<file path="src/design/ascon128_aead_packet_engine_macros.svh">
// Assertion macros for the Ascon-128 packet engine
`ifndef ASCON128_AEAD_PACKET_ENGINE_MACROS_SVH
`define ASCON128_AEAD_PACKET_ENGINE_MACROS_SVH
`ifndef NO_ASSERTIONS
`define ASC_ASSERT_IMPL(label, clk, rst_n, a, c, msg) \
  label: assert property (@(posedge clk) disable iff (!rst_n) (a) |-> (c)) else $error(msg);
`define ASC_ASSERT_NEXT(label, clk, rst_n, a, c, msg) \
  label: assert property (@(posedge clk) disable iff (!rst_n) (a) |=> (c)) else $error(msg);
`else
`define ASC_ASSERT_IMPL(label, clk, rst_n, a, c, msg)
`define ASC_ASSERT_NEXT(label, clk, rst_n, a, c, msg)
`endif
`endif

</file>
<file path="src/design/asc_pkg.sv">
// Shared types, codes and the Ascon round function
`timescale 1ns / 1ps
`default_nettype none
package asc_pkg;
  localparam logic [63:0] IV_WORD = 64'h80400c0600000000;
  localparam int unsigned QDEPTH = 2;

  typedef enum logic [1:0] {OP_START = 2'd0, OP_MSG = 2'd1, OP_TAG_HI = 2'd2,
                            OP_TAG_LO = 2'd3} op_t;
  typedef enum logic [1:0] {KIND_MSG = 2'd0, KIND_TAG = 2'd1, KIND_VERDICT = 2'd2,
                            KIND_RSVD = 2'd3} kind_t;
  typedef enum logic [1:0] {REG_KEY_HI = 2'd0, REG_KEY_LO = 2'd1, REG_DEC = 2'd2,
                            REG_NONE = 2'd3} reg_t;

  typedef struct packed {
    op_t         op;
    logic [63:0] data_word;
    logic        is_final;
    logic [2:0]  nbytes;
  } cmd_t;

  typedef logic [4:0][63:0] state_t;

  function automatic logic [63:0] ror(input logic [63:0] v, input int unsigned r);
    ror = (v >> r) | (v << (64 - r));
  endfunction

  function automatic state_t round_fn(input state_t s, input logic [3:0] j);
    logic [63:0] x0, x1, x2, x3, x4, a0, a1, a2, a3, a4;
    x0 = s[0]; x1 = s[1]; x2 = s[2]; x3 = s[3]; x4 = s[4];
    x2 = x2 ^ {56'd0, 4'd15 - j, j};
    x0 = x0 ^ x4; x4 = x4 ^ x3; x2 = x2 ^ x1;
    a0 = ~x0 & x1; a1 = ~x1 & x2; a2 = ~x2 & x3; a3 = ~x3 & x4; a4 = ~x4 & x0;
    x0 = x0 ^ a1; x1 = x1 ^ a2; x2 = x2 ^ a3; x3 = x3 ^ a4; x4 = x4 ^ a0;
    x1 = x1 ^ x0; x0 = x0 ^ x4; x3 = x3 ^ x2; x2 = ~x2;
    round_fn[0] = x0 ^ ror(x0, 19) ^ ror(x0, 28);
    round_fn[1] = x1 ^ ror(x1, 61) ^ ror(x1, 39);
    round_fn[2] = x2 ^ ror(x2, 1) ^ ror(x2, 6);
    round_fn[3] = x3 ^ ror(x3, 10) ^ ror(x3, 17);
    round_fn[4] = x4 ^ ror(x4, 7) ^ ror(x4, 41);
  endfunction
endpackage
`default_nettype wire

</file>
<file path="src/design/asc_front.sv">
// Input stage: takes transactions, clamps byte count, pushes commands into a queue
`timescale 1ns / 1ps
`default_nettype none
module asc_front (
  input  wire logic           clk,
  input  wire logic           rst_n,
  input  wire logic           in_valid,
  output logic                in_ready,
  input  wire logic [1:0]     in_op,
  input  wire logic [63:0]    in_data_word,
  input  wire logic           in_is_final,
  input  wire logic [3:0]     in_byte_count,
  output logic                q_valid,
  output asc_pkg::cmd_t       q_cmd,
  input  wire logic           q_pop
);
  import asc_pkg::*;
  cmd_t       mem_r [QDEPTH];
  logic       wp_r, rp_r;
  logic [1:0] cnt_r;
  cmd_t       c;
  logic       push;

  always_comb begin
    c.op = op_t'(in_op);
    c.data_word = in_data_word;
    c.is_final = in_is_final;
    c.nbytes = (in_byte_count > 4'd7) ? 3'd7 : in_byte_count[2:0];
  end
  assign in_ready = (cnt_r != 2'(QDEPTH));
  assign push = in_valid && in_ready;
  assign q_valid = (cnt_r != 2'd0);
  assign q_cmd = mem_r[rp_r];

  always_ff @(posedge clk) begin
    if (push) mem_r[wp_r] <= c;
    if (!rst_n) begin
      wp_r <= 1'b0; rp_r <= 1'b0; cnt_r <= 2'd0;
    end else begin
      if (push) wp_r <= ~wp_r;
      if (q_pop) rp_r <= ~rp_r;
      cnt_r <= cnt_r + 2'(push) - 2'(q_pop);
    end
  end
endmodule
`default_nettype wire

</file>
<file path="src/design/asc_back.sv">
// Execution stage: sponge state, round sequencer, result emission
`timescale 1ns / 1ps
`default_nettype none
module asc_back (
  input  wire logic           clk,
  input  wire logic           rst_n,
  input  wire logic           q_valid,
  input  asc_pkg::cmd_t       q_cmd,
  output logic                q_pop,
  input  wire logic [63:0]    key_high,
  input  wire logic [63:0]    key_low,
  input  wire logic           decrypt_mode,
  output logic                out_valid,
  input  wire logic           out_ready,
  output logic [1:0]          out_kind,
  output logic [63:0]         out_result_word,
  output logic [3:0]          out_valid_bytes,
  output logic                out_auth_ok,
  output logic                out_last
);
  import asc_pkg::*;
  typedef enum logic [2:0] {S_IDLE, S_RUN, S_EMIT} st_t;
  typedef enum logic [1:0] {PH_IDLE, PH_OPEN, PH_TAG_HI, PH_TAG_LO} ph_t;
  // what follows the running permutation
  typedef enum logic [2:0] {N_INIT, N_AD1, N_AD2, N_MSG, N_FIN} nx_t;

  st_t         st_r, st_nxt;
  ph_t         ph_r, ph_nxt;
  nx_t         nx_r, nx_nxt;
  state_t      x_r, x_nxt;
  logic [3:0]  rnd_r, rnd_nxt;
  logic        mis_r, mis_nxt;
  logic [63:0] word_r, word_nxt;
  logic [63:0] ctr_r, ctr_nxt;   // packet counter, absorbed after the init rounds
  logic [3:0]  nb_r, nb_nxt;
  logic [1:0]  emit_r, emit_nxt; // result index being shown: 0 block, 1 tag hi, 2 tag lo
  logic        ntag_r, ntag_nxt; // emit tags after block
  logic        ok_r, ok_nxt;
  logic        verdict_r, verdict_nxt;
  state_t      rnd_out;
  logic [63:0] mask, pad, d;

  assign rnd_out = round_fn(x_r, rnd_r);
  assign q_pop = (st_r == S_IDLE) && q_valid;
  assign d = q_cmd.data_word;
  assign mask = (q_cmd.nbytes == 3'd0) ? 64'd0 : ~64'd0 << (7'd64 - 7'(q_cmd.nbytes) * 7'd8);
  assign pad = 64'h80 << (6'd56 - 6'(q_cmd.nbytes) * 6'd8);

  always_comb begin
    out_valid = (st_r == S_EMIT);
    out_kind = verdict_r ? KIND_VERDICT : (emit_r == 2'd0 ? KIND_MSG : KIND_TAG);
    out_result_word = verdict_r ? 64'd0 : (emit_r == 2'd0 ? word_r :
                      (emit_r == 2'd1 ? x_r[3] : x_r[4]));
    out_valid_bytes = verdict_r ? 4'd0 : (emit_r == 2'd0 ? nb_r : 4'd8);
    out_auth_ok = verdict_r && ok_r;
    out_last = verdict_r || !ntag_r || (emit_r == 2'd2);
  end

  always_comb begin
    st_nxt = st_r; ph_nxt = ph_r; nx_nxt = nx_r; x_nxt = x_r; rnd_nxt = rnd_r;
    mis_nxt = mis_r; word_nxt = word_r; ctr_nxt = ctr_r; nb_nxt = nb_r;
    emit_nxt = emit_r; ntag_nxt = ntag_r; ok_nxt = ok_r; verdict_nxt = verdict_r;
    unique case (st_r)
      S_IDLE: if (q_valid) begin
        emit_nxt = 2'd0; ntag_nxt = 1'b0; verdict_nxt = 1'b0;
        unique case (q_cmd.op)
          OP_START: begin
            x_nxt = {~d, d, key_low, key_high, IV_WORD};
            ctr_nxt = d;
            rnd_nxt = 4'd0; nx_nxt = N_INIT; mis_nxt = 1'b0;
            st_nxt = S_RUN;
          end
          OP_MSG: if (ph_r == PH_OPEN) begin
            if (!q_cmd.is_final) begin
              word_nxt = d ^ x_r[0];
              x_nxt[0] = decrypt_mode ? d : d ^ x_r[0];
              nb_nxt = 4'd8;
              rnd_nxt = 4'd6; nx_nxt = N_MSG; st_nxt = S_RUN;
            end else begin
              if (decrypt_mode) begin
                word_nxt = (d ^ x_r[0]) & mask;
                x_nxt[0] = (d & mask) | ((x_r[0] ^ pad) & ~mask);
              end else begin
                word_nxt = x_r[0] ^ ((d & mask) | pad);
                x_nxt[0] = x_r[0] ^ ((d & mask) | pad);
              end
              x_nxt[1] = x_r[1] ^ key_high; x_nxt[2] = x_r[2] ^ key_low;
              nb_nxt = {1'b0, q_cmd.nbytes};
              rnd_nxt = 4'd0; nx_nxt = N_FIN; st_nxt = S_RUN;
            end
          end
          OP_TAG_HI: if (ph_r == PH_TAG_HI) begin
            mis_nxt = (d != x_r[3]); ph_nxt = PH_TAG_LO;
          end
          OP_TAG_LO: if (ph_r == PH_TAG_LO) begin
            ok_nxt = !(mis_r || (d != x_r[4]));
            verdict_nxt = 1'b1; ph_nxt = PH_IDLE; st_nxt = S_EMIT;
          end
          default: ;
        endcase
      end
      S_RUN: begin
        x_nxt = rnd_out;
        rnd_nxt = rnd_r + 4'd1;
        if (rnd_r == 4'd11) begin
          rnd_nxt = 4'd6;
          unique case (nx_r)
            N_INIT: begin
              x_nxt[3] = rnd_out[3] ^ key_high; x_nxt[4] = rnd_out[4] ^ key_low;
              x_nxt[0] = rnd_out[0] ^ ctr_r; nx_nxt = N_AD1;
            end
            N_AD1: begin
              x_nxt[0] = rnd_out[0] ^ 64'h8000000000000000; nx_nxt = N_AD2;
            end
            N_AD2: begin
              x_nxt[4] = rnd_out[4] ^ 64'd1; ph_nxt = PH_OPEN; st_nxt = S_IDLE;
            end
            N_MSG: st_nxt = S_EMIT;
            N_FIN: begin
              x_nxt[3] = rnd_out[3] ^ key_high; x_nxt[4] = rnd_out[4] ^ key_low;
              ntag_nxt = !decrypt_mode;
              ph_nxt = decrypt_mode ? PH_TAG_HI : PH_IDLE;
              if (decrypt_mode) mis_nxt = 1'b0;
              st_nxt = S_EMIT;
            end
            default: st_nxt = S_IDLE;
          endcase
        end
      end
      S_EMIT: if (out_ready) begin
        if (out_last) st_nxt = S_IDLE;
        else emit_nxt = emit_r + 2'd1;
      end
      default: st_nxt = S_IDLE;
    endcase
  end

  always_ff @(posedge clk) begin
    if (!rst_n) begin
      st_r <= S_IDLE; ph_r <= PH_IDLE; nx_r <= N_INIT; rnd_r <= 4'd0;
      mis_r <= 1'b0; emit_r <= 2'd0; ntag_r <= 1'b0; verdict_r <= 1'b0; ok_r <= 1'b0;
      x_r <= '0; word_r <= '0; ctr_r <= '0; nb_r <= 4'd0;
    end else begin
      st_r <= st_nxt; ph_r <= ph_nxt; nx_r <= nx_nxt; rnd_r <= rnd_nxt;
      mis_r <= mis_nxt; emit_r <= emit_nxt; ntag_r <= ntag_nxt; verdict_r <= verdict_nxt;
      ok_r <= ok_nxt; x_r <= x_nxt; word_r <= word_nxt; ctr_r <= ctr_nxt; nb_r <= nb_nxt;
    end
  end
endmodule
`default_nettype wire

</file>
<file path="src/design/ascon128_aead_packet_engine.sv">
// Top level of the Ascon-128 packet engine: register file, front queue, back sequencer
//
//  channel | signals                                   | role
//  in_     | in_valid/in_ready, op,data,final,bytes    | command transactions
//  out_    | out_valid/out_ready, kind,word,bytes,ok,last | result transactions
//  cfg_    | APB psel/penable/pwrite/paddr/pwdata       | key and direction
//
// A transaction enters the 2-entry queue at its accept edge and waits there until the idle
// back sequencer dispatches it. Start: 12 init rounds, then 6 rounds on each of two associated
// data blocks. Message block: 6 rounds, 1 result. Final block: 12 rounds, 1 or 3 results.
// Tag high word: no result; tag low word: 1 verdict result. Ignored items: no result.
// out_ready low holds the result until it is taken; synchronous reset.
`timescale 1ns / 1ps
`default_nettype none
module ascon128_aead_packet_engine (
  input  wire logic        clk,
  input  wire logic        rst_n,
  input  wire logic        in_valid,
  output logic             in_ready,
  input  wire logic [1:0]  in_op,
  input  wire logic [63:0] in_data_word,
  input  wire logic        in_is_final,
  input  wire logic [3:0]  in_byte_count,
  output logic             out_valid,
  input  wire logic        out_ready,
  output logic [1:0]       out_kind,
  output logic [63:0]      out_result_word,
  output logic [3:0]       out_valid_bytes,
  output logic             out_auth_ok,
  output logic             out_last,
  input  wire logic        cfg_psel,
  input  wire logic        cfg_penable,
  input  wire logic        cfg_pwrite,
  input  wire logic [4:0]  cfg_paddr,
  input  wire logic [63:0] cfg_pwdata,
  output logic [63:0]      cfg_prdata,
  output logic             cfg_pready
);
  import asc_pkg::*;
  `include "ascon128_aead_packet_engine_macros.svh"

  logic [63:0] key_hi_r, key_lo_r;
  logic        dec_r;
  logic        q_valid, q_pop;
  cmd_t        q_cmd;
  reg_t        sel;

  assign cfg_pready = 1'b1;
  assign sel = (cfg_paddr[2:0] != 3'd0) ? REG_NONE :
               (cfg_paddr[4:3] == 2'd0 ? REG_KEY_HI :
               (cfg_paddr[4:3] == 2'd1 ? REG_KEY_LO :
               (cfg_paddr[4:3] == 2'd2 ? REG_DEC : REG_NONE)));

  always_comb begin
    unique case (sel)
      REG_KEY_HI: cfg_prdata = key_hi_r;
      REG_KEY_LO: cfg_prdata = key_lo_r;
      REG_DEC:    cfg_prdata = {63'd0, dec_r};
      default:    cfg_prdata = 64'd0;
    endcase
  end

  always_ff @(posedge clk) begin
    if (!rst_n) begin
      key_hi_r <= '0; key_lo_r <= '0; dec_r <= 1'b0;
    end else if (cfg_psel && cfg_penable && cfg_pwrite) begin
      unique case (sel)
        REG_KEY_HI: key_hi_r <= cfg_pwdata;
        REG_KEY_LO: key_lo_r <= cfg_pwdata;
        REG_DEC:    dec_r <= cfg_pwdata[0];
        default: ;
      endcase
    end
  end

  asc_front u_front (
    .clk, .rst_n, .in_valid, .in_ready, .in_op, .in_data_word, .in_is_final,
    .in_byte_count, .q_valid, .q_cmd, .q_pop
  );

  asc_back u_back (
    .clk, .rst_n, .q_valid, .q_cmd, .q_pop,
    .key_high(key_hi_r), .key_low(key_lo_r), .decrypt_mode(dec_r),
    .out_valid, .out_ready, .out_kind, .out_result_word,
    .out_valid_bytes, .out_auth_ok, .out_last
  );

  `ASC_ASSERT_IMPL(a_verdict_last, clk, rst_n, out_valid && out_kind == KIND_VERDICT,
    out_last, "verdict must be last")
  `ASC_ASSERT_IMPL(a_ok_only_verdict, clk, rst_n, out_valid && out_auth_ok,
    out_kind == KIND_VERDICT, "auth_ok outside verdict")
  `ASC_ASSERT_NEXT(a_out_hold, clk, rst_n, out_valid && !out_ready,
    out_valid && $stable(out_kind), "result dropped while stalled")
endmodule
`default_nettype wire

</file>
<file path="config.mk">
export PLATFORM = sky130hd
export DESIGN_NAME = ascon128_aead_packet_engine
export DESIGN_NICKNAME = d
export VERILOG_FILES = /design/src/design/asc_pkg.sv /design/src/design/asc_front.sv /design/src/design/asc_back.sv /design/src/design/ascon128_aead_packet_engine.sv
export VERILOG_INCLUDE_DIRS = /design/src /design/src/design
export SDC_FILE = /design/constraint.sdc
export NUM_CORES = 2
export LEC_CHECK = 0
export BUFFER_PORTS_ARGS = -buffer_cell sky130_fd_sc_hd__buf_2
export CORE_MARGIN = 3
export CORE_UTILIZATION = 45
export DETAILED_ROUTE_END_ITERATION = 6
export HOLD_SLACK_MARGIN = 0.08
export SLEW_MARGIN = 10
export SYNTH_ARGS = -nofsm -noshare
export SYNTH_HDL_FRONTEND = slang
export SYNTH_SLANG_ARGS = --single-unit
</file>
<file path="constraint.sdc">
create_clock -name clk -period 5.8 [get_ports clk]
set_input_delay 1.74 -clock clk [delete_from_list [all_inputs] [get_ports clk]]
set_output_delay 1.74 -clock clk [all_outputs]
set_load 0.01 [all_outputs]
</file>
After elaboration in Yosys (flattened, before gate mapping)
Memory sizes are Yosys's and may differ from the RTL's. A register that Yosys moved wholly into a read port is not among the register bits.
Index checks and enable logic that the tools add are counted.
{"block": "classes", "n_addsub": 7, "n_mul": 0, "div_mod_pow": 0, "magnitude_cmp": 1, "eq_ne": 41, "n_shift": 2, "mux": 82, "n_bitwise": 62, "reduce_logical": 41}
{"cell": "$xor 64x64->64", "n": 29}
{"cell": "$mux 64", "n": 11}
{"cell": "$pmux 320 s2", "n": 1}
{"cell": "$and 64x64->64", "n": 8}
{"cell": "$not 64->64", "n": 8}
{"cell": "$mux 128", "n": 3}
{"cell": "$pmux 192 s2", "n": 1}
{"cell": "$mux 320", "n": 1}
{"cell": "$pmux 64 s2", "n": 2}
{"cell": "$mux 192", "n": 1}
{"cell": "$pmux 64 s3", "n": 1}
{"cell": "$ne 64x64->1", "n": 2}
{"cell": "$or 64x64->64", "n": 2}
{"cell": "$or 23x64->64", "n": 1}
{"cell": "$or 25x64->64", "n": 1}
{"cell": "$or 3x64->64", "n": 1}
{"cell": "$or 36x64->64", "n": 1}
{"cell": "$or 45x64->64", "n": 1}
{"cell": "$or 47x64->64", "n": 1}
{"cell": "$or 54x64->64", "n": 1}
{"cell": "$or 57x64->64", "n": 1}
{"cell": "$or 58x64->64", "n": 1}
{"cell": "$or 63x64->64", "n": 1}
{"cell": "$shl 64x7->64 const A", "n": 1}
{"cell": "other kinds (47)", "n": 155}
{"block": "totals", "register_bits": 603, "latchBits": 0, "ramBits": 140, "romBits": 0, "in_bits": 147, "memories": 1}
{"memory": "u_front.mem_r", "words": 2, "width": 70, "read_ports": 1, "rd_ports_with_merged_regs": 1, "write_ports": 1, "line": "asc_front.sv:18", "rtl": "cmd_t mem_r [QDEPTH];"}

Longest topological paths before layout
{"block": "logic_depth", "word_depth": 13, "ltp_mapped": 17}

Modules after synthesis
A second synthesis with hierarchy kept.
{"block": "unflattened", "cells_unflattened": 6784, "area_unflattened_um2": 57231.1}
{"mod": "asc_back", "n_inst": 1, "cells_per_inst": 5960, "area_per_inst_um2": 46194.3}
{"mod": "ascon128_aead_packet_engine", "n_inst": 1, "cells_per_inst": 575, "area_per_inst_um2": 5675.4}
{"mod": "asc_front", "n_inst": 1, "cells_per_inst": 249, "area_per_inst_um2": 5361.4}

Least setup slack after synthesis
No wires, ideal clock.
{"block": "synth_timing", "path_kind": "input-to-reg", "start": "in in_valid", "end": "mem u_front.mem_r[0][0] in the netlist's numbering, enable pin", "setup_time_ps": 498, "arrival_time_ps": 4752, "setup_slack_ps": 549, "path_stages": 2, "n_path_buf": 0, "path_cell_list": "nand2_1 > nor2_1"}
{"block": "synth_via", "elab_chain_cells": 3}
{"item": "start: declaration", "line": "ascon128_aead_packet_engine.sv:18", "rtl": "input wire logic in_valid,"}
{"item": "$logic_and 1x1->1", "line": "asc_front.sv:31", "rtl": "assign push = in_valid && in_ready;"}
{"item": "$mux 1", "line": "asc_front.sv:36", "rtl": "if (push) mem_r[wp_r] <= c;"}
{"item": "$mux 1 (not written as such)", "line": "asc_front.sv:36"}
{"item": "end: declaration", "line": "asc_front.sv:18"}
No other way between the ends.

Worst setup path in the final report
{"block": "layout_timing", "start": "reg u_back.emit_r[1]", "end": "out out_result_word[17]"}
{"block": "layout_via", "elab_chain_cells": 4, "word_cells_on_any_way": 5}
{"item": "start: declaration", "line": "asc_back.sv:36", "rtl": "logic [1:0] emit_r, emit_nxt;"}
{"item": "start signal: assignment", "line": "asc_back.sv:145", "rtl": "mis_r <= mis_nxt; emit_r <= emit_nxt; ntag_r <= ntag_nxt; verdict_r <= verdict_nxt;"}
{"item": "$eq 2x1->1", "line": "asc_back.sv:53", "rtl": "(emit_r == 2'd1 ? x_r[3] : x_r[4]));"}
{"item": "$mux 64", "line": "asc_back.sv:53"}
{"item": "$mux 64 * (2 in series)", "line": "asc_back.sv:52", "rtl": "out_result_word = verdict_r ? 64'd0 : (emit_r == 2'd0 ? word_r :"}
{"item": "end: declaration", "line": "ascon128_aead_packet_engine.sv:27", "rtl": "output logic [63:0] out_result_word,"}
Mark *: on every way between the ends. The rest lies on a longest branch, timed or not.

==> impl_metrics.sql <==
INSERT INTO impl_metrics (metric_group, metric, value, unit) VALUES
('outcome', 'outcome', 'finished, violations left', ''),
('outcome', 'failed_checks', 'max-capacitance violations', ''),
('final_layout', 'area.growth.synth_to_final', '12.38', '%'),
('routing', 'route.vias.total', '53820', ''),
('synthesis', 'synthDistinctLibCells', '79', ''),
('routing', 'dr.pass1.iters', '6', ''),
('setup_path', 'worst-endpoint-arrival', '3.21', 'ns'),
('floorplanning', 'floorplan.die.height', '355.3', 'um'),
('floorplanning', 'ioPinCount', '286', ''),
('sta', 'hold_violations', '0', ''),
('routing', 'remaining_drc_errors', '0', ''),
('grt', 'groute.usage.overall', '0.4334', ''),
('place', 'dp_hpwl', '220.1', 'mm'),
('final_layout', 'finalNonFillerCells', '8629', ''),
('setup_path', 'timing.critical_path.slowest_stage_cell', 'ha_4', ''),
('routing', 'drt_iter0_drc', '8327', ''),
('clock_tree', 'clock_latency_on_the_worst_skew_pair', '0.73', 'ns'),
('setup_path', 'crit_chain', 'inv_1 > ha_4 > buf_4 > mux2i_1 > nor2_1 > a21oi_1 > nor2_1 > buf_2', ''),
('setup_path', 'worst-path-max-fanout', '25', ''),
('routing', 'post_drt_wl_per_cell', '32.93', 'um'),
('clock_tree', 'cts.repair.resized', '0', ''),
('flow_run', 'maxcap_viol_count', '1', ''),
('final_layout', 'multi_input_comb_area', '0.03623', 'mm2'),
('setup_path', 'worst_setup_path_class', 'flip-flop to output port', ''),
('setup_path', 'r2r_cells', '8', ''),
('routing', 'final_antenna_net_count', '0', ''),
('sta', 'fin_crit_sh', '0.8531', ''),
('place', 'buffer_ports.inserted', '284', ''),
('routing', 'wl', '284.1', 'mm'),
('sta', 'period_minus_slack', '4.948', 'ns'),
('grt', 'grt_overflow', '0', ''),
('sta', 'fmax_achieved', '0.2021', 'GHz'),
('synthesis', 'synth_seq_area_share', '0.2965', ''),
('floorplanning', 'die_w', '355.3', 'um'),
('grt', 'grt_pass1_vias', '48030', ''),
('synthesis', 'yosysWarnings', '0', ''),
('grt', 'grt_start_max_net_pins', '200', ''),
('sta', 'slew_at_the_pin_closest_to_its_max_slew_limit', '1.473', 'ns'),
('place', 'gp_congestion', '1.078', ''),
('synthesis', 'synth.avg_cell_area', '8.022', 'um2'),
('synthesis', 'synth_flop_cell', 'dfxtp_1', ''),
('clock_tree', 'ctsHtreeMaxLevel', '3', ''),
('routing', 'number_of_vias_per_cell', '6.237', ''),
('sta', 'final.hold.worst_slack', '0.4686', 'ns'),
('synthesis', 'ys_seq_elements', '743', ''),
('setup_path', 'start_kind', 'flip-flop', ''),
('floorplanning', 'initial_utilization', '0.4558', ''),
('clock_tree', 'postCtsSetupBuffers', '0', ''),
('place', 'dpl.cell_count', '8458', ''),
('synthesis', 'post_synth_inst_count', '6843', ''),
('clock_tree', 'clockRootBuffer', 'clkbuf_16', ''),
('clock_tree', 'number_of_cts_inserted_buffers', '91', ''),
('grt', 'grt_first_pass_wirelength', '385.3', 'mm'),
('sta', 'timing.setup.tns', '0', 'ns'),
('clock_tree', 'cts-root-to-sink-buffers', '3', ''),
('final_layout', 'final.fill_count', '11770', ''),
('sta', 'skew', '0.03425', 'ns'),
('synthesis', 'synth_area', '0.05490', 'mm2'),
('grt', 'grt_antenna_before_repair', '5', ''),
('clock_tree', 'clock_sinks', '743', ''),
('setup_path', 'endpoint_kind', 'output port', ''),
('clock_tree', 'holdBufCountCts', '0', ''),
('sta', 'timing.final.setup_violations', '0', ''),
('floorplanning', 'number_of_rows_created_at_floorplan', '127', ''),
('final_layout', 'fin_nets', '7227', ''),
('sta', 'rsz0062_at_grt', 'no', ''),
('floorplanning', 'core_area', '0.1204', 'mm2'),
('worst_hold_path', 'whs_path_depth', '2', ''),
('synthesis', 'synth_nets', '7131', ''),
('setup_path', 'critical-path-top-cell-by-count', 'nor2_1', ''),
('floorplanning', 'die_area', '0.1262', 'mm2'),
('setup_path', 'worst-endpoint-required', '4.06', 'ns'),
('setup_path', 'critical_path.max_stage_delay', '0.52', 'ns'),
('synthesis', 'ys_async_sr_fraction', '0', ''),
('synthesis', 'synth_edf_count', '140', ''),
('final_layout', 'share_of_post_route_cells_with_drive_strength_above_1', '0.1264', ''),
('sta', 'maxSlewViolCount', '0', ''),
('worst_hold_path', 'worstHoldPathType', 'flip-flop to flip-flop', ''),
('clock_tree', 'cts.clk_slew.worst_paths', '0.06', 'ns'),
('sta', 'max_slew_margin', '0.01307', ''),
('final_layout', 'register_area', '0.01628', 'mm2'),
('clock_tree', 'cts_tree', 'done', '');
synthesized netlist by cell type (all sizes together), types with 58 or more instances:
cell type,instances,area [um2]
xnor2,1156,10120
nand2,922,3461
nor2,621,2336
a21oi,610,3053
dfxtp,603,12070
clkbuf,441,1655
xor2,383,3354
o21ai,288,1441
mux2i,212,2286
inv,175,656.9
a211oi,145,1089
ha,141,1764
edfxtp,140,4204
nor3,118,600.6
a31o,83,727.0
o221ai,80,700.7
nand3,75,375.4
buf,73,405.4
o211ai,73,548.0
a221oi,58,508.0
sequential cells by signal, indices dropped and copies added, names as in the netlist, named ones only:
name and count:
u_back.st_r 2, u_back.ph_r 2, u_front.wp_r 1, u_back.nx_r 3, u_back.ok_r 1, u_front.mem_r 140, u_back.mis_r 1, u_back.ntag_r 1
dec_r 1, u_back.word_r 64, key_lo_r 64, u_front.cnt_r 2, u_back.x_r 320, u_back.nb_r 4, u_back.rnd_r 4, u_back.emit_r 2
u_back.ctr_r 64, u_back.verdict_r 1, key_hi_r 64, u_front.rp_r 1
critical path: cells and delay by family (launching register included):
family / cells / cell delay (ns)
buffers and inverters: 3 / 0.78
AND/OR/NAND/NOR: 2 / 0.17
adder cells (fa/ha/maj): 1 / 0.52
multiplexers: 1 / 0.46
AO/OA/AOI/OAI: 1 / 0.18
flip-flops: 1 / 0.32
path summary, 6_finish.rpt:
path	endpoint	slack, ns	from
setup / recovery	out_result_word[17]	0.85	u_back.emit_r[1]
hold / removal	u_back.nb_r[3]	0.47	u_back.nb_r[3]
setup reg to reg	u_back.x_r[145]	1.48	flip-flop
hold reg to reg	u_back.nb_r[3]	0.47	u_back.nb_r[3]
cells in the final DEF, fill, tap and decap left out, drive strengths merged, types with 52 or more instances in the layout:
cell,netlist,routed
mux2i,212,212
edfxtp,140,140
ha,141,141
o211ai,73,73
clkbuf,441,116
xor2,383,383
nor2,621,621
inv,175,179
nand3,75,75
nor3,118,118
o221ai,80,80
a31oi,52,52
a221oi,58,58
a21oi,610,610
dfxtp,603,603
o21ai,288,288
buf,73,517
nand2,922,922
a31o,83,83
a211oi,145,145
xnor2,1156,1156
layer usage:
metal  track usage  part of all wire
met1        0.5854              0.40
met2        0.5942              0.39
met3        0.1178              0.13
met4        0.3002             0.086
met5             0          0.000046
layout make-up:
class,instances,share of cell area
Clock inverter,54,0.01069
Tap cell,1612,0.03269
Antenna cell,1,0.00004056
Timing Repair Buffer,517,0.05371
Sequential cell,743,0.2640
Multi-Input combinational cell,5410,0.5873
Clock buffer,116,0.04077
Inverter,176,0.01083
metrics by stage:
stage | instance area [um2] | util | setup WS [ns]
after floorplan | 54900 | - | 0.5495
after global placement | 58510 | 0.4858 | 0.8582
after detailed placement | 58510 | 0.4858 | 0.8509
after CTS | 61690 | 0.5122 | 0.8413
after global routing | 61690 | 0.5122 | 0.7288
final | 61690 | 0.5122 | 0.8520
cell families (layout without fill, tap and decap cells):
family,after synthesis,in the layout,share of synthesized area
muxes,240,240,0.04739
and+or+nand+nor,1885,1885,0.1414
AOI/OAI and AO/OA,1573,1573,0.1799
xor gates and xnor gates,1547,1547,0.2488
DFF,743,743,0.2965
other,1,2,0.00006831
adders and majority gates,164,164,0.03633
buffers and inverters,690,863,0.04957
Power is not shown: default switching activity piles up to over one toggle a cycle in this logic, so the estimate is an artifact.
